<file path="config.mk">
export PLATFORM = sky130hd
export DESIGN_NAME = thumb32_multiply_divide_decode_top
export DESIGN_NICKNAME = d
export VERILOG_FILES = /design/src/sv/thmd_pkg.sv /design/src/sv/thmd_decode.sv /design/src/sv/thumb32_multiply_divide_decode_top.sv
export SDC_FILE = /design/constraint.sdc
export NUM_CORES = 1
export LEC_CHECK = 0
export ABC_AREA = 1
export BUFFER_PORTS_ARGS = -buffer_cell sky130_fd_sc_hd__buf_2
export CAP_MARGIN = 10
export CORE_MARGIN = 2
export CORE_UTILIZATION = 35
export CTS_BUF_LIST = sky130_fd_sc_hd__clkbuf_8 sky130_fd_sc_hd__clkbuf_16
export DETAILED_ROUTE_END_ITERATION = 12
export GPL_TIMING_DRIVEN = 0
export PLACE_DENSITY_LB_ADDON = 0.3
export RECOVER_POWER = 50
export SLEW_MARGIN = 0
export SYNTH_ARGS = -nofsm -noshare
export SYNTH_HDL_FRONTEND = slang
export SYNTH_SLANG_ARGS = --single-unit
</file>
<file path="constraint.sdc">
create_clock -name clk -period 4.1 [get_ports clk]
set_input_delay 0.205 -clock clk [delete_from_list [all_inputs] [get_ports clk]]
set_output_delay 0.205 -clock clk [all_outputs]
set_load 0.01 [all_outputs]
</file>
<file path="src/sv/thmd_pkg.sv">
package thmd_pkg;

  // Instruction class codes
  localparam logic CLASS_MUL = 1'b0;
  localparam logic CLASS_DIV = 1'b1;

  // Dense operation numbers
  localparam logic [5:0] OP_MUL     = 6'd0;
  localparam logic [5:0] OP_MLA     = 6'd1;
  localparam logic [5:0] OP_MLS     = 6'd2;
  localparam logic [5:0] OP_SMULBB  = 6'd3;
  localparam logic [5:0] OP_SMLABB  = 6'd7;
  localparam logic [5:0] OP_SMUAD   = 6'd11;
  localparam logic [5:0] OP_SMUSD   = 6'd13;
  localparam logic [5:0] OP_SMLAD   = 6'd15;
  localparam logic [5:0] OP_SMLSD   = 6'd17;
  localparam logic [5:0] OP_SMULWB  = 6'd19;
  localparam logic [5:0] OP_SMLAWB  = 6'd21;
  localparam logic [5:0] OP_SMMUL   = 6'd23;
  localparam logic [5:0] OP_SMMLA   = 6'd25;
  localparam logic [5:0] OP_SMMLS   = 6'd27;
  localparam logic [5:0] OP_USAD8   = 6'd29;
  localparam logic [5:0] OP_USADA8  = 6'd30;
  localparam logic [5:0] OP_SMULL   = 6'd31;
  localparam logic [5:0] OP_UMULL   = 6'd32;
  localparam logic [5:0] OP_SMLAL   = 6'd33;
  localparam logic [5:0] OP_UMLAL   = 6'd34;
  localparam logic [5:0] OP_SMLALBB = 6'd35;
  localparam logic [5:0] OP_SMLALD  = 6'd39;
  localparam logic [5:0] OP_SMLSLD  = 6'd41;

  // Group selector
  localparam logic SEL_MUL_GROUP  = 1'b0;
  localparam logic SEL_LONG_GROUP = 1'b1;

  // Register number that marks "no accumulator"
  localparam logic [3:0] REG_PC = 4'hF;

  // Decoded request
  typedef struct packed {
    logic       insn_class;
    logic [5:0] op_code;
    logic [3:0] dest_reg;
    logic [3:0] first_src_reg;
    logic [3:0] second_src_reg;
    logic [3:0] accum_reg;
    logic       accum_used;
    logic [3:0] high_dest_reg;
    logic       is_long;
    logic       divide_signed;
    logic       undefined;
  } dec_result_t;

endpackage

</file>
<file path="src/sv/thmd_decode.sv">
module thmd_decode import thmd_pkg::*; (
  input  logic        operation,
  input  logic [15:0] first_halfword,
  input  logic [15:0] second_halfword,
  output dec_result_t result
);

  logic [2:0] op1;
  logic [3:0] rn;
  logic [3:0] rm;
  logic [3:0] hi_nib;
  logic [3:0] mid_nib;
  logic [1:0] mop2;
  logic [3:0] lop2;
  logic       acc;

  assign op1     = first_halfword[6:4];
  assign rn      = first_halfword[3:0];
  assign rm      = second_halfword[3:0];
  assign hi_nib  = second_halfword[15:12];
  assign mid_nib = second_halfword[11:8];
  assign mop2    = second_halfword[5:4];
  assign lop2    = second_halfword[7:4];
  assign acc     = (hi_nib != REG_PC);

  // Decode one request
  always_comb begin
    result = '0;
    if (operation == SEL_MUL_GROUP) begin
      result.insn_class     = CLASS_MUL;
      result.dest_reg       = mid_nib;
      result.first_src_reg  = rn;
      result.second_src_reg = rm;
      result.accum_used     = acc;
      unique case (op1)
        3'd0: begin
          if (mop2 == 2'd1) begin
            result.op_code    = OP_MLS;
            result.accum_used = 1'b1;
          end else begin
            result.op_code = acc ? OP_MLA : OP_MUL;
          end
        end
        3'd1: result.op_code = (acc ? OP_SMLABB : OP_SMULBB) + {4'b0, mop2};
        3'd2: result.op_code = (acc ? OP_SMLAD : OP_SMUAD) + {4'b0, mop2};
        3'd3: result.op_code = (acc ? OP_SMLAWB : OP_SMULWB) + {5'b0, mop2[0]};
        // op1 of 4 keeps the subtracting dual forms
        3'd4: result.op_code = (acc ? OP_SMLSD : OP_SMUSD) + {5'b0, mop2[0]};
        3'd5: result.op_code = (acc ? OP_SMMLA : OP_SMMUL) + {5'b0, mop2[0]};
        // op1 of 6 always reads the accumulator
        3'd6: begin
          result.op_code    = OP_SMMLS + {5'b0, mop2[0]};
          result.accum_used = 1'b1;
        end
        default: result.op_code = acc ? OP_USADA8 : OP_USAD8;
      endcase
      result.accum_reg = result.accum_used ? hi_nib : 4'h0;
    end else if ((op1 == 3'd1 || op1 == 3'd3) && lop2 == 4'hF) begin
      // Divide
      result.insn_class     = CLASS_DIV;
      result.dest_reg       = mid_nib;
      result.first_src_reg  = rn;
      result.second_src_reg = rm;
      result.divide_signed  = (op1 == 3'd1);
    end else begin
      // Long multiply forms; drop everything when undefined
      result.insn_class     = CLASS_MUL;
      result.dest_reg       = hi_nib;
      result.first_src_reg  = rn;
      result.second_src_reg = rm;
      result.high_dest_reg  = mid_nib;
      result.is_long        = 1'b1;
      if (lop2[3]) begin
        priority if (lop2[2] == 1'b0) begin
          result.op_code = OP_SMLALBB + {4'b0, lop2[1:0]};
        end else if (op1 == 3'd4) begin
          result.op_code = OP_SMLALD + {5'b0, lop2[0]};
        end else if (op1 == 3'd5) begin
          result.op_code = OP_SMLSLD + {5'b0, lop2[0]};
        end else begin
          result.undefined = 1'b1;
        end
      end else begin
        unique case (op1)
          3'd0:    result.op_code = OP_SMULL;
          3'd2:    result.op_code = OP_UMULL;
          3'd4:    result.op_code = OP_SMLAL;
          3'd6:    result.op_code = OP_UMLAL;
          default: result.undefined = 1'b1;
        endcase
      end
      if (result.undefined) begin
        result = '0;
        result.undefined = 1'b1;
      end
    end
  end

endmodule

</file>
<file path="src/sv/thumb32_multiply_divide_decode_top.sv">
// Decoder for 32-bit Thumb multiply and long multiply/divide instructions.
// A request is taken on any cycle with start high and busy low; busy is high
// only during reset and until the first clock edge with rst_n high. Each
// request gives one result, flagged by out_valid for one cycle: it is held
// in the input register, then goes through the decode logic into the result
// register. A new request may enter every cycle while busy is low, and the
// receiver cannot stall results, so throughput is one instruction per clock.
module thumb32_multiply_divide_decode_top import thmd_pkg::*; (
  input  logic        clk,
  input  logic        rst_n,
  input  logic        start,
  output logic        busy,
  input  logic        in_operation,
  input  logic [15:0] in_first_halfword,
  input  logic [15:0] in_second_halfword,
  output logic        out_valid,
  output logic        out_insn_class,
  output logic [5:0]  out_op_code,
  output logic [3:0]  out_dest_reg,
  output logic [3:0]  out_first_src_reg,
  output logic [3:0]  out_second_src_reg,
  output logic [3:0]  out_accum_reg,
  output logic        out_accum_used,
  output logic [3:0]  out_high_dest_reg,
  output logic        out_is_long,
  output logic        out_divide_signed,
  output logic        out_undefined
);

  logic        busy_r;
  logic        in_vld_r;
  logic        in_vld_nxt;
  logic        op_r;
  logic [15:0] hw1_r;
  logic [15:0] hw2_r;
  logic        out_vld_r;
  dec_result_t dec;
  dec_result_t res_r;

  assign busy       = busy_r;
  assign in_vld_nxt = start && !busy_r;

  // Hold busy through reset
  always_ff @(posedge clk) begin
    if (!rst_n) begin
      busy_r <= 1'b1;
    end else begin
      busy_r <= 1'b0;
    end
  end

  // Capture the request
  always_ff @(posedge clk) begin
    if (!rst_n) begin
      in_vld_r <= 1'b0;
    end else begin
      in_vld_r <= in_vld_nxt;
    end
  end

  always_ff @(posedge clk) begin
    if (in_vld_nxt) begin
      op_r  <= in_operation;
      hw1_r <= in_first_halfword;
      hw2_r <= in_second_halfword;
    end
  end

  thmd_decode u_decode (
    .operation       (op_r),
    .first_halfword  (hw1_r),
    .second_halfword (hw2_r),
    .result          (dec)
  );

  // Advance into the result register
  always_ff @(posedge clk) begin
    if (!rst_n) begin
      out_vld_r <= 1'b0;
    end else begin
      out_vld_r <= in_vld_r;
    end
  end

  always_ff @(posedge clk) begin
    if (in_vld_r) begin
      res_r <= dec;
    end
  end

  assign out_valid          = out_vld_r;
  assign out_insn_class     = res_r.insn_class;
  assign out_op_code        = res_r.op_code;
  assign out_dest_reg       = res_r.dest_reg;
  assign out_first_src_reg  = res_r.first_src_reg;
  assign out_second_src_reg = res_r.second_src_reg;
  assign out_accum_reg      = res_r.accum_reg;
  assign out_accum_used     = res_r.accum_used;
  assign out_high_dest_reg  = res_r.high_dest_reg;
  assign out_is_long        = res_r.is_long;
  assign out_divide_signed  = res_r.divide_signed;
  assign out_undefined      = res_r.undefined;

`ifndef NO_ASSERTIONS
  // Every accepted request yields a result through the input and result registers
  a_req_to_result: assert property (@(posedge clk) disable iff (!rst_n)
    (start && !busy) |-> ##2 out_valid)
    else $error("accepted request produced no result");

  // No result without an earlier accepted request
  a_result_has_req: assert property (@(posedge clk) disable iff (!rst_n)
    out_valid |-> $past(start && !busy, 2))
    else $error("result without a request");

  // Undefined encodings carry no operation
  a_undef_clean: assert property (@(posedge clk) disable iff (!rst_n)
    (out_valid && out_undefined) |->
      (out_op_code == OP_MUL && !out_is_long && !out_accum_used &&
       out_insn_class == CLASS_MUL))
    else $error("undefined result has live fields");

  // Divides are never long and never accumulate
  a_div_shape: assert property (@(posedge clk) disable iff (!rst_n)
    (out_valid && out_insn_class == CLASS_DIV) |->
      (!out_is_long && !out_accum_used && out_op_code == OP_MUL && !out_undefined))
    else $error("divide result has multiply fields");
`endif

endmodule

</file>
==> implementation parameters, run 1 <==
Parameter                              Value

Run status
  Run status ... finished clean

Min path
  Worst min-delay path class ... input pin to flop

Timing
  Final sum of negative setup slack ... 0 ns
  Post-route clock period utilization ... 0.543
  Unrepaired setup endpoints after global routing ... no
  Layout Skew ... ~0.0092 ns
  Count of pins over their slew limit ... 0
  Highest attainable clock frequency ... 0.449 GHz
  Slew at the pin with the worst max-slew slack ... a little under 0.8 ns
  Shortest period the worst path allows ... 2.23 ns
  Final hold violations ... 0
  Setup violations, final ... 0
  Max_slew headroom ... 0.475

Final layout
  Number of nets in the finished design ... ~350
  Proportion of layout cells with a drive suffix above 1 ... 0.182
  Flip-flop count of the largest register after layout ... 16
  Fill cell instance count of the final layout ... approximately 700
  Antenna diode count ... 0
  Reg area ... about 0.0017 mm²
  Register with the most flip-flops ... hw2_r
  Synth-to-layout area growth ... 24.5%
  Area used by multi-input combinational logic ... 677 µm²

Routing
  Routed vias/inst ... ~4.4
  Drt first pass iters ... 4
  Wire length per cell ... roughly 12 µm
  Number of DRC violations after detailed routing ... 0
  Via count ... 1800
  Antenna violation net count after detailed routing ... 0
  Initial drt markers ... 169
  Post-detailed-routing wire length ... 4860 µm

Pwr
  Power per unit of standard cell area ... approximately 420 mW/mm²
  Share of total power consumed by net switching ... 0.216
  Relative contribution of the clock network to total power ... 0.422
  Psw ... approximately 0.29 mW
  Final total power ... 1.33 mW
  Largest vdd supply drop ... 0.000210 V
  Leakage power figure ... roughly 1.3 nW
  Cell internal power dissipation ... between 1 and 1.5 mW
  Logic pwr share ... 0.065
  Reg power frac ... 0.512

Synthesis
  Total of flip-flops plus latches after synthesis ... slightly below 60
  Cell variety after synth ... 24
  Share of synthesized flip-flops with an asynchronous set or reset ... 0
  Net count of the mapped netlist ... ~280
  Number of synthesis warnings ... 0
  Post-synthesis cell area ... roughly 0.0026 mm²
  Most used DFF post-synth ... sky130_fd_sc_hd__edfxtp_1
  Share of the yosys chip area belonging to registers ... 0.665
  Synthesized instance count ... 230
  Post-synth EDFFs ... 55
  Per-instance average area after synthesis ... 11.2 µm²

Floorplan
  Boundary Pins ... 69
  Die height ... 89.7 µm
  Starting density of the core ... 0.359
  Core Region ... 0.00718 mm²
  Std cell rows ... 31
  Total Die Area ... 0.00805 mm²
  DIE WIDTH ... 89.7 µm

Clocking
  Maximum buffer depth of the clock tree ... 2
  Buffer count from post-CTS setup fixing ... 0
  Clock-pin transition on the worst setup and hold timing paths ... 0.07 ns
  Number of buffers inserted during clock tree synthesis ... 9
  Clock tree root driver cell ... sky130_fd_sc_hd__clkbuf_8
  Clock latency at the later pin of the worst-skew pair ... 0.33 ns
  Quantity of hold-fixing buffers added after cts ... 0
  TritonCTS clock tree ... done
  Clock sink total ... between 50 and 60
  H-tree depth reported by CTS ... 3
  Post_cts resized ... 0

Setup path
  R2r setup slk ... 1.87 ns
  Signal arrival time at the worst endpoint ... 2.31 ns
  Crit path kind ... flop to flop
  Critical Path Sink Type ... flop
  Worst endpoint required time ... between 4 and 5 ns
  Startpoint kind of the worst setup timing path ... flop
  Maximum fanout along the worst path ... 9

Placement
  Detailed placer's ending HPWL ... 3590 µm
  Weighted congestion at the end of routability-driven global placement ... around 0.83
  Number of buffer cells added on primary ports ... between 50 and 60

Global routing
  Global-route total usage across every layer ... 0.133
  Maximum number of pins on one net before global-route repair ... 23
  Met1 usage ... 0.172
  Via count of the first global-routing pass ... 1711
  Overall overflow remaining after global route ... 0
  Number of antenna violations at the first check in global routing ... 0
  Global-route layer with the greatest usage ... met2
  Global-route met2 utilization ... 0.204
  Met3 Track Usage GR ... 0.0377
  First-pass GRT wire length ... 8250 µm

Run
  Max-cap viol count ... 0
[metrics by stage]
stage | cell area, µm² | cells | util | hold WS [ns] | worst slack, ns
2_1_floorplan | 2570 | 230 | - | 0.281 | 2.27
3_3_place_gp | 2990 | 388 | 0.417 | 0.381 | 1.88
3_5_place_dp | 3040 | 390 | 0.423 | 0.383 | 1.87
4_1_cts | 3250 | 406 | 0.452 | 0.0279 | 1.86
5_1_grt | 3200 | 406 | 0.446 | 0.0244 | 1.63
6_report | 3200 | 406 | 0.446 | 0.0469 | 1.87
[cells in the final DEF, fill, tap and decap left out, drive strengths merged]
cell type  netlist  layout
nand3           13      13
xnor2            1       1
clkinv           1       5
nor3             3       3
inv             36      37
buf              4      32
o211ai           1       1
ha              10      10
o31ai            1       1
nand4            4       4
edfxtp          55      55
o21ai            8       8
nand3b           2       2
o22ai            5       5
nor2            28      28
clkbuf           0      42
dfxtp            3       3
a21oi            3       3
bufinv           0       2
or2              2       2
nand2           50      50
[synth_stat cells (2+ instances only)]
cell	instances	area share
sky130_fd_sc_hd__nor3_1	3	0.0058
sky130_fd_sc_hd__o22ai_1	5	0.012
sky130_fd_sc_hd__nor2_2	3	0.0073
sky130_fd_sc_hd__nor2_1	25	0.036
sky130_fd_sc_hd__nand3_1	13	0.025
sky130_fd_sc_hd__o21ai_0	8	0.016
sky130_fd_sc_hd__a21oi_1	2	0.0039
sky130_fd_sc_hd__inv_1	32	0.047
sky130_fd_sc_hd__nand2_1	49	0.071
sky130_fd_sc_hd__ha_1	10	0.049
sky130_fd_sc_hd__edfxtp_1	55	0.64
sky130_fd_sc_hd__dfxtp_1	3	0.023
sky130_fd_sc_hd__buf_6	4	0.018
sky130_fd_sc_hd__nand3b_1	2	0.0058
sky130_fd_sc_hd__nand4_1	4	0.0097
sky130_fd_sc_hd__inv_2	4	0.0058
[cells by family after synthesis]
kind of cell,share of synthesized area
AOI/OAI and AO/OA,0.0409
buffers and inverters,0.0715
xor gates and xnor gates,0.00341
adders and majority gates,0.0486
DFF,0.665
and+or+nand+nor,0.170
[final timing paths]
kind	depth (start not counted)	from	endpoint
hold reg to reg	1	busy	in_vld_r
setup / recovery	9	hw2_r[13]	out_op_code[3]
setup reg to reg	9	hw2_r[13]	out_op_code[3]
hold / removal	1	in_second_halfword[9]	hw2_r[9]
[routing by layer]
layer	share of wire	up-vias
li1	-	912
met1	0.45	807
met2	0.46	73
met3	0.068	8
met4	0.018	0
met5	0	-
[critical path, cell delays in order, from the launching register on]
cell and delay, ns:
sky130_fd_sc_hd__edfxtp_1 0.37, sky130_fd_sc_hd__nand2_1 0.06, sky130_fd_sc_hd__nor2_1 0.51, sky130_fd_sc_hd__ha_1 0.29
sky130_fd_sc_hd__ha_1 0.26, sky130_fd_sc_hd__xnor2_1 0.10, sky130_fd_sc_hd__o21ai_0 0.14, sky130_fd_sc_hd__nand3_1 0.10
sky130_fd_sc_hd__nand2_1 0.07, sky130_fd_sc_hd__nand2_1 0.07
[power groups by stage]
stage / Combinational (mW) / Sequential (mW) / Clock, mW
floorplan: 0.0469 / 0.698 / 0
global placement: 0.0821 / 0.697 / 0
finish: 0.0867 / 0.681 / 0.561
detailed placement: 0.0903 / 0.694 / 0
CTS: 0.0904 / 0.681 / 0.575
global route: 0.0992 / 0.683 / 0.600
[area by class of cell]
class	instances	share of cell area
Clock buffer	9	0.0387
Timing Repair Buffer	61	0.0926
Sequential cell	58	0.535
Buffer	4	0.0141
Clock inverter	7	0.0266
Tap cell	99	0.0387
Inverter	37	0.0434
Multi-Input combinational cell	131	0.211
(Power assumes the default switching activity.)
==> run 2, diff against run 1 <==
- clock period: 4.1 -> 1.8 ns (I/O delays scaled with it)
==> run 2 against run 1 <==
Net effect: die area is the same; sequential power grew 130%; core utilization grew 5.3 points; cell area grew 12%; worst setup slack lost 1.8 ns; power grew 120%; maximum frequency grew 27%; clock skew shrank 0.0032 ns; sequential cell count is the same; non-clock buffer count grew 35; combinational power grew to 3.1 times the previous value; cell count grew 8.4%; largest cell class unchanged.
==> implementation parameters, run 2 (synthesis results as in run 1) <==
Parameter                              Value

Routing
  Drt first pass iters ... 4 (unchanged)
  Routed vias/inst ... 4.40 (-0.76%)
  Wire length per cell ... 12.0 µm (-0.12%)
  Via count ... 1936 (+7.6%)
  Antenna violation net count after detailed routing ... 0 (unchanged)
  Post-detailed-routing wire length ... 5260 µm (+8.2%)
  Initial drt markers ... 144 (-15%)
  Number of DRC violations after detailed routing ... 0 (unchanged)

Floorplan
  Core Region ... 0.00718 mm² (unchanged)
  Starting density of the core ... 0.359 (unchanged)
  Die height ... 89.7 µm (unchanged)
  Boundary Pins ... 69 (unchanged)
  DIE WIDTH ... 89.7 µm (unchanged)
  Total Die Area ... 0.00805 mm² (unchanged)
  Std cell rows ... 31 (unchanged)

Pwr
  Share of total power consumed by net switching ... 0.215 (-0.00121)
  Reg power frac ... 0.537 (+0.025)
  Leakage power figure ... 1.49 nW (+11%)
  Logic pwr share ... 0.092 (+0.027)
  Largest vdd supply drop ... 0.000621 V (+200%)
  Relative contribution of the clock network to total power ... 0.371 (-0.051)
  Psw ... 0.621 mW (+120%)
  Final total power ... 2.89 mW (+120%)
  Cell internal power dissipation ... 2.26 mW (+120%)
  Power per unit of standard cell area ... 806 mW/mm² (+94%)

Setup path
  Number of cells on the critical path ... 11 (+2)
  Critical Path Sink Type ... flop
  Family with the most delay on the worst path ... simple AND/OR/NAND/NOR gates
  Origin of the worst setup path ... hw1_r[5]
  Delay of the slowest cell on the worst path ... 0.44 ns (-0.07 ns)
  Maximum fanout along the worst path ... 2 (-7)
  Cell-by-cell trace of the critical path ... inv_4 -> nand2_4 -> nor2_4 -> buf_6 -> inv_1 -> ha_2 -> nand3b_1 -> nand3_2 -> nand3_2 -> nand2_1 -> o31ai_1
  Startpoint kind of the worst setup timing path ... flop
  Depth of the most critical reg-to-reg path ... 11 (+2)
  Buffers plus inverters on the worst setup path ... 3 (+3)
  Worst endpoint required time ... 1.88 ns (-2.30 ns)
  Dominant cell type by count on the critical path ... sky130_fd_sc_hd__nand3_2
  Worst r2r dst ... out_op_code[4]
  Crit path kind ... flop to flop
  Crit-path slowest cell ... sky130_fd_sc_hd__edfxtp_1
  R2r setup slk ... 0.04 ns (-1.83 ns)
  Worst Setup EP ... out_op_code[4]
  Reg2reg start ... hw1_r[5]
  Signal arrival time at the worst endpoint ... 1.84 ns (-0.47 ns)

Timing
  Final hold violations ... 0 (unchanged)
  Slew at the pin with the worst max-slew slack ... 0.733 ns (-0.0519 ns)
  Max_slew headroom ... 0.509 (+0.0347)
  Count of pins over their slew limit ... 0 (unchanged)
  Unrepaired setup endpoints after global routing ... yes
  Post-route clock period utilization ... 0.976 (+0.433)
  Layout Skew ... 0.00596 ns (-0.00321 ns)
  Post-Route Hold Slack ... 0.00878 ns (-0.0381 ns)
  Highest attainable clock frequency ... 0.569 GHz (+27%)
  Setup violations, final ... 0 (unchanged)
  Shortest period the worst path allows ... 1.76 ns (-0.470 ns)

Final layout
  Register with the most flip-flops ... hw2_r
  Most frequent cells in the layout ... sky130_fd_sc_hd__edfxtp_1, sky130_fd_sc_hd__nand2_1, sky130_fd_sc_hd__clkbuf_1
  Number of nets in the finished design ... 383 (+10%)
  Synth-to-layout area growth ... 39.2%
  Proportion of layout cells with a drive suffix above 1 ... 0.217 (+0.0346)
  Post-route cell area ... 0.00358 mm² (+12%)
  Flip-flop count of the largest register after layout ... 16 (unchanged)
  Non-Filler Instances ... 440 (+8.4%)
  Area used by multi-input combinational logic ... 764 µm² (+13%)
  Fill cell instance count of the final layout ... 674 (-3.3%)
  Reg area ... 0.00171 mm² (unchanged)
  Most common cell after layout, fill and taps aside ... sky130_fd_sc_hd__edfxtp_1
  Antenna diode count ... 0 (unchanged)

Global routing
  Via count of the first global-routing pass ... 1956 (+14%)
  Global-route total usage across every layer ... 0.142 (+0.00922)
  First-pass GRT wire length ... 9000 µm (+9.2%)
  Number of antenna violations at the first check in global routing ... 0 (unchanged)
  Overall overflow remaining after global route ... 0 (unchanged)
  Maximum number of pins on one net before global-route repair ... 24 (+4.3%)

Clocking
  H-tree depth reported by CTS ... 3 (unchanged)
  Maximum buffer depth of the clock tree ... 2 (unchanged)
  Clock sink total ... 58 (unchanged)
  Clock tree root driver cell ... sky130_fd_sc_hd__clkbuf_8
  TritonCTS clock tree ... done
  Number of buffers inserted during clock tree synthesis ... 9 (unchanged)
  Clock-pin transition on the worst setup and hold timing paths ... 0.06 ns (about the same)
  Clock latency at the later pin of the worst-skew pair ... 0.33 ns (about the same)

Run
  Max-cap viol count ... 0 (unchanged)

Placement
  Number of placed cells counting well taps ... 390 (unchanged)
  Number of buffer cells added on primary ports ... 59 (unchanged)
  Placed cell areas ... 0.00304 mm² (+0.16%)
  Detailed placer's ending HPWL ... 3630 µm (+1.1%)
  Weighted congestion at the end of routability-driven global placement ... 0.913 (+9.4%)

Min path
  Worst min-delay path class ... input pin to flop

Run status
  Run status ... finished clean
-- run 2: repair_timing --
item	CTS	global route
endpoints found under the hold margin	27	0
buffers inserted	10	1
gates resized for setup	15	4
setup endpoints to repair	4	4
hold buffers	25	0
pin swaps	9	6
-- run 2: power groups by stage --
stage	logic (mW)	clock network, mW	registers, mW
3_5_place_dp	0.205	0	1.58
3_3_place_gp	0.187	0	1.59
6_report	0.266	1.07	1.55
4_1_cts	0.269	1.10	1.55
2_1_floorplan	0.107	0	1.59
5_1_grt	0.298	1.16	1.55
-- run 2: cell type report --
class	instances	share of cell area
Sequential cell	58	0.478
Tap cell	99	0.0346
Timing Repair Buffer	97	0.176
Clock buffer	9	0.0346
Multi-Input combinational cell	131	0.213
Buffer	3	0.00943
Inverter	37	0.0395
Clock inverter	6	0.0140
-- run 2: per-stage QoR --
stage | setup TNS, ns | util | setup WS, ns
after global placement | -9.61 | 0.418 | -0.372
after CTS | -0.0163 | 0.504 | -0.0111
after floorplan | 0 | - | 0.00661
after global routing | -0.122 | 0.499 | -0.0768
final | 0 | 0.499 | 0.0429
after detailed placement | -0.708 | 0.424 | -0.232
-- run 2: tightest hold or removal path, cell delays in order --
cell and delay [ns]:
sky130_fd_sc_hd__buf_2 0.09, sky130_fd_sc_hd__inv_1 0.06, sky130_fd_sc_hd__nor3_1 0.05
-- run 2: how the worst min path moves through the flow --
stage,endpoint,cells past startpoint,slack [ns],startpoint
after floorplan,busy,1,0.17,rst_n
after global placement,hw2_r[2],1,0.27,in_second_halfword[2]
after detailed placement,hw2_r[2],1,0.27,in_second_halfword[2]
after CTS,in_vld_r,3,0.005,start
after global routing,in_vld_r,3,0.02,start
final,in_vld_r,3,0.009,start
-- run 2: routing by layer --
metal,track usage,vias up,share of wire,wire (µm)
met5,0,-,0,0
met2,0.241,72,0.49,2600
met3,0.0545,9,0.071,376
met4,0.0590,0,0.016,85
met1,0.161,873,0.42,2200
li1,-,982,-,-
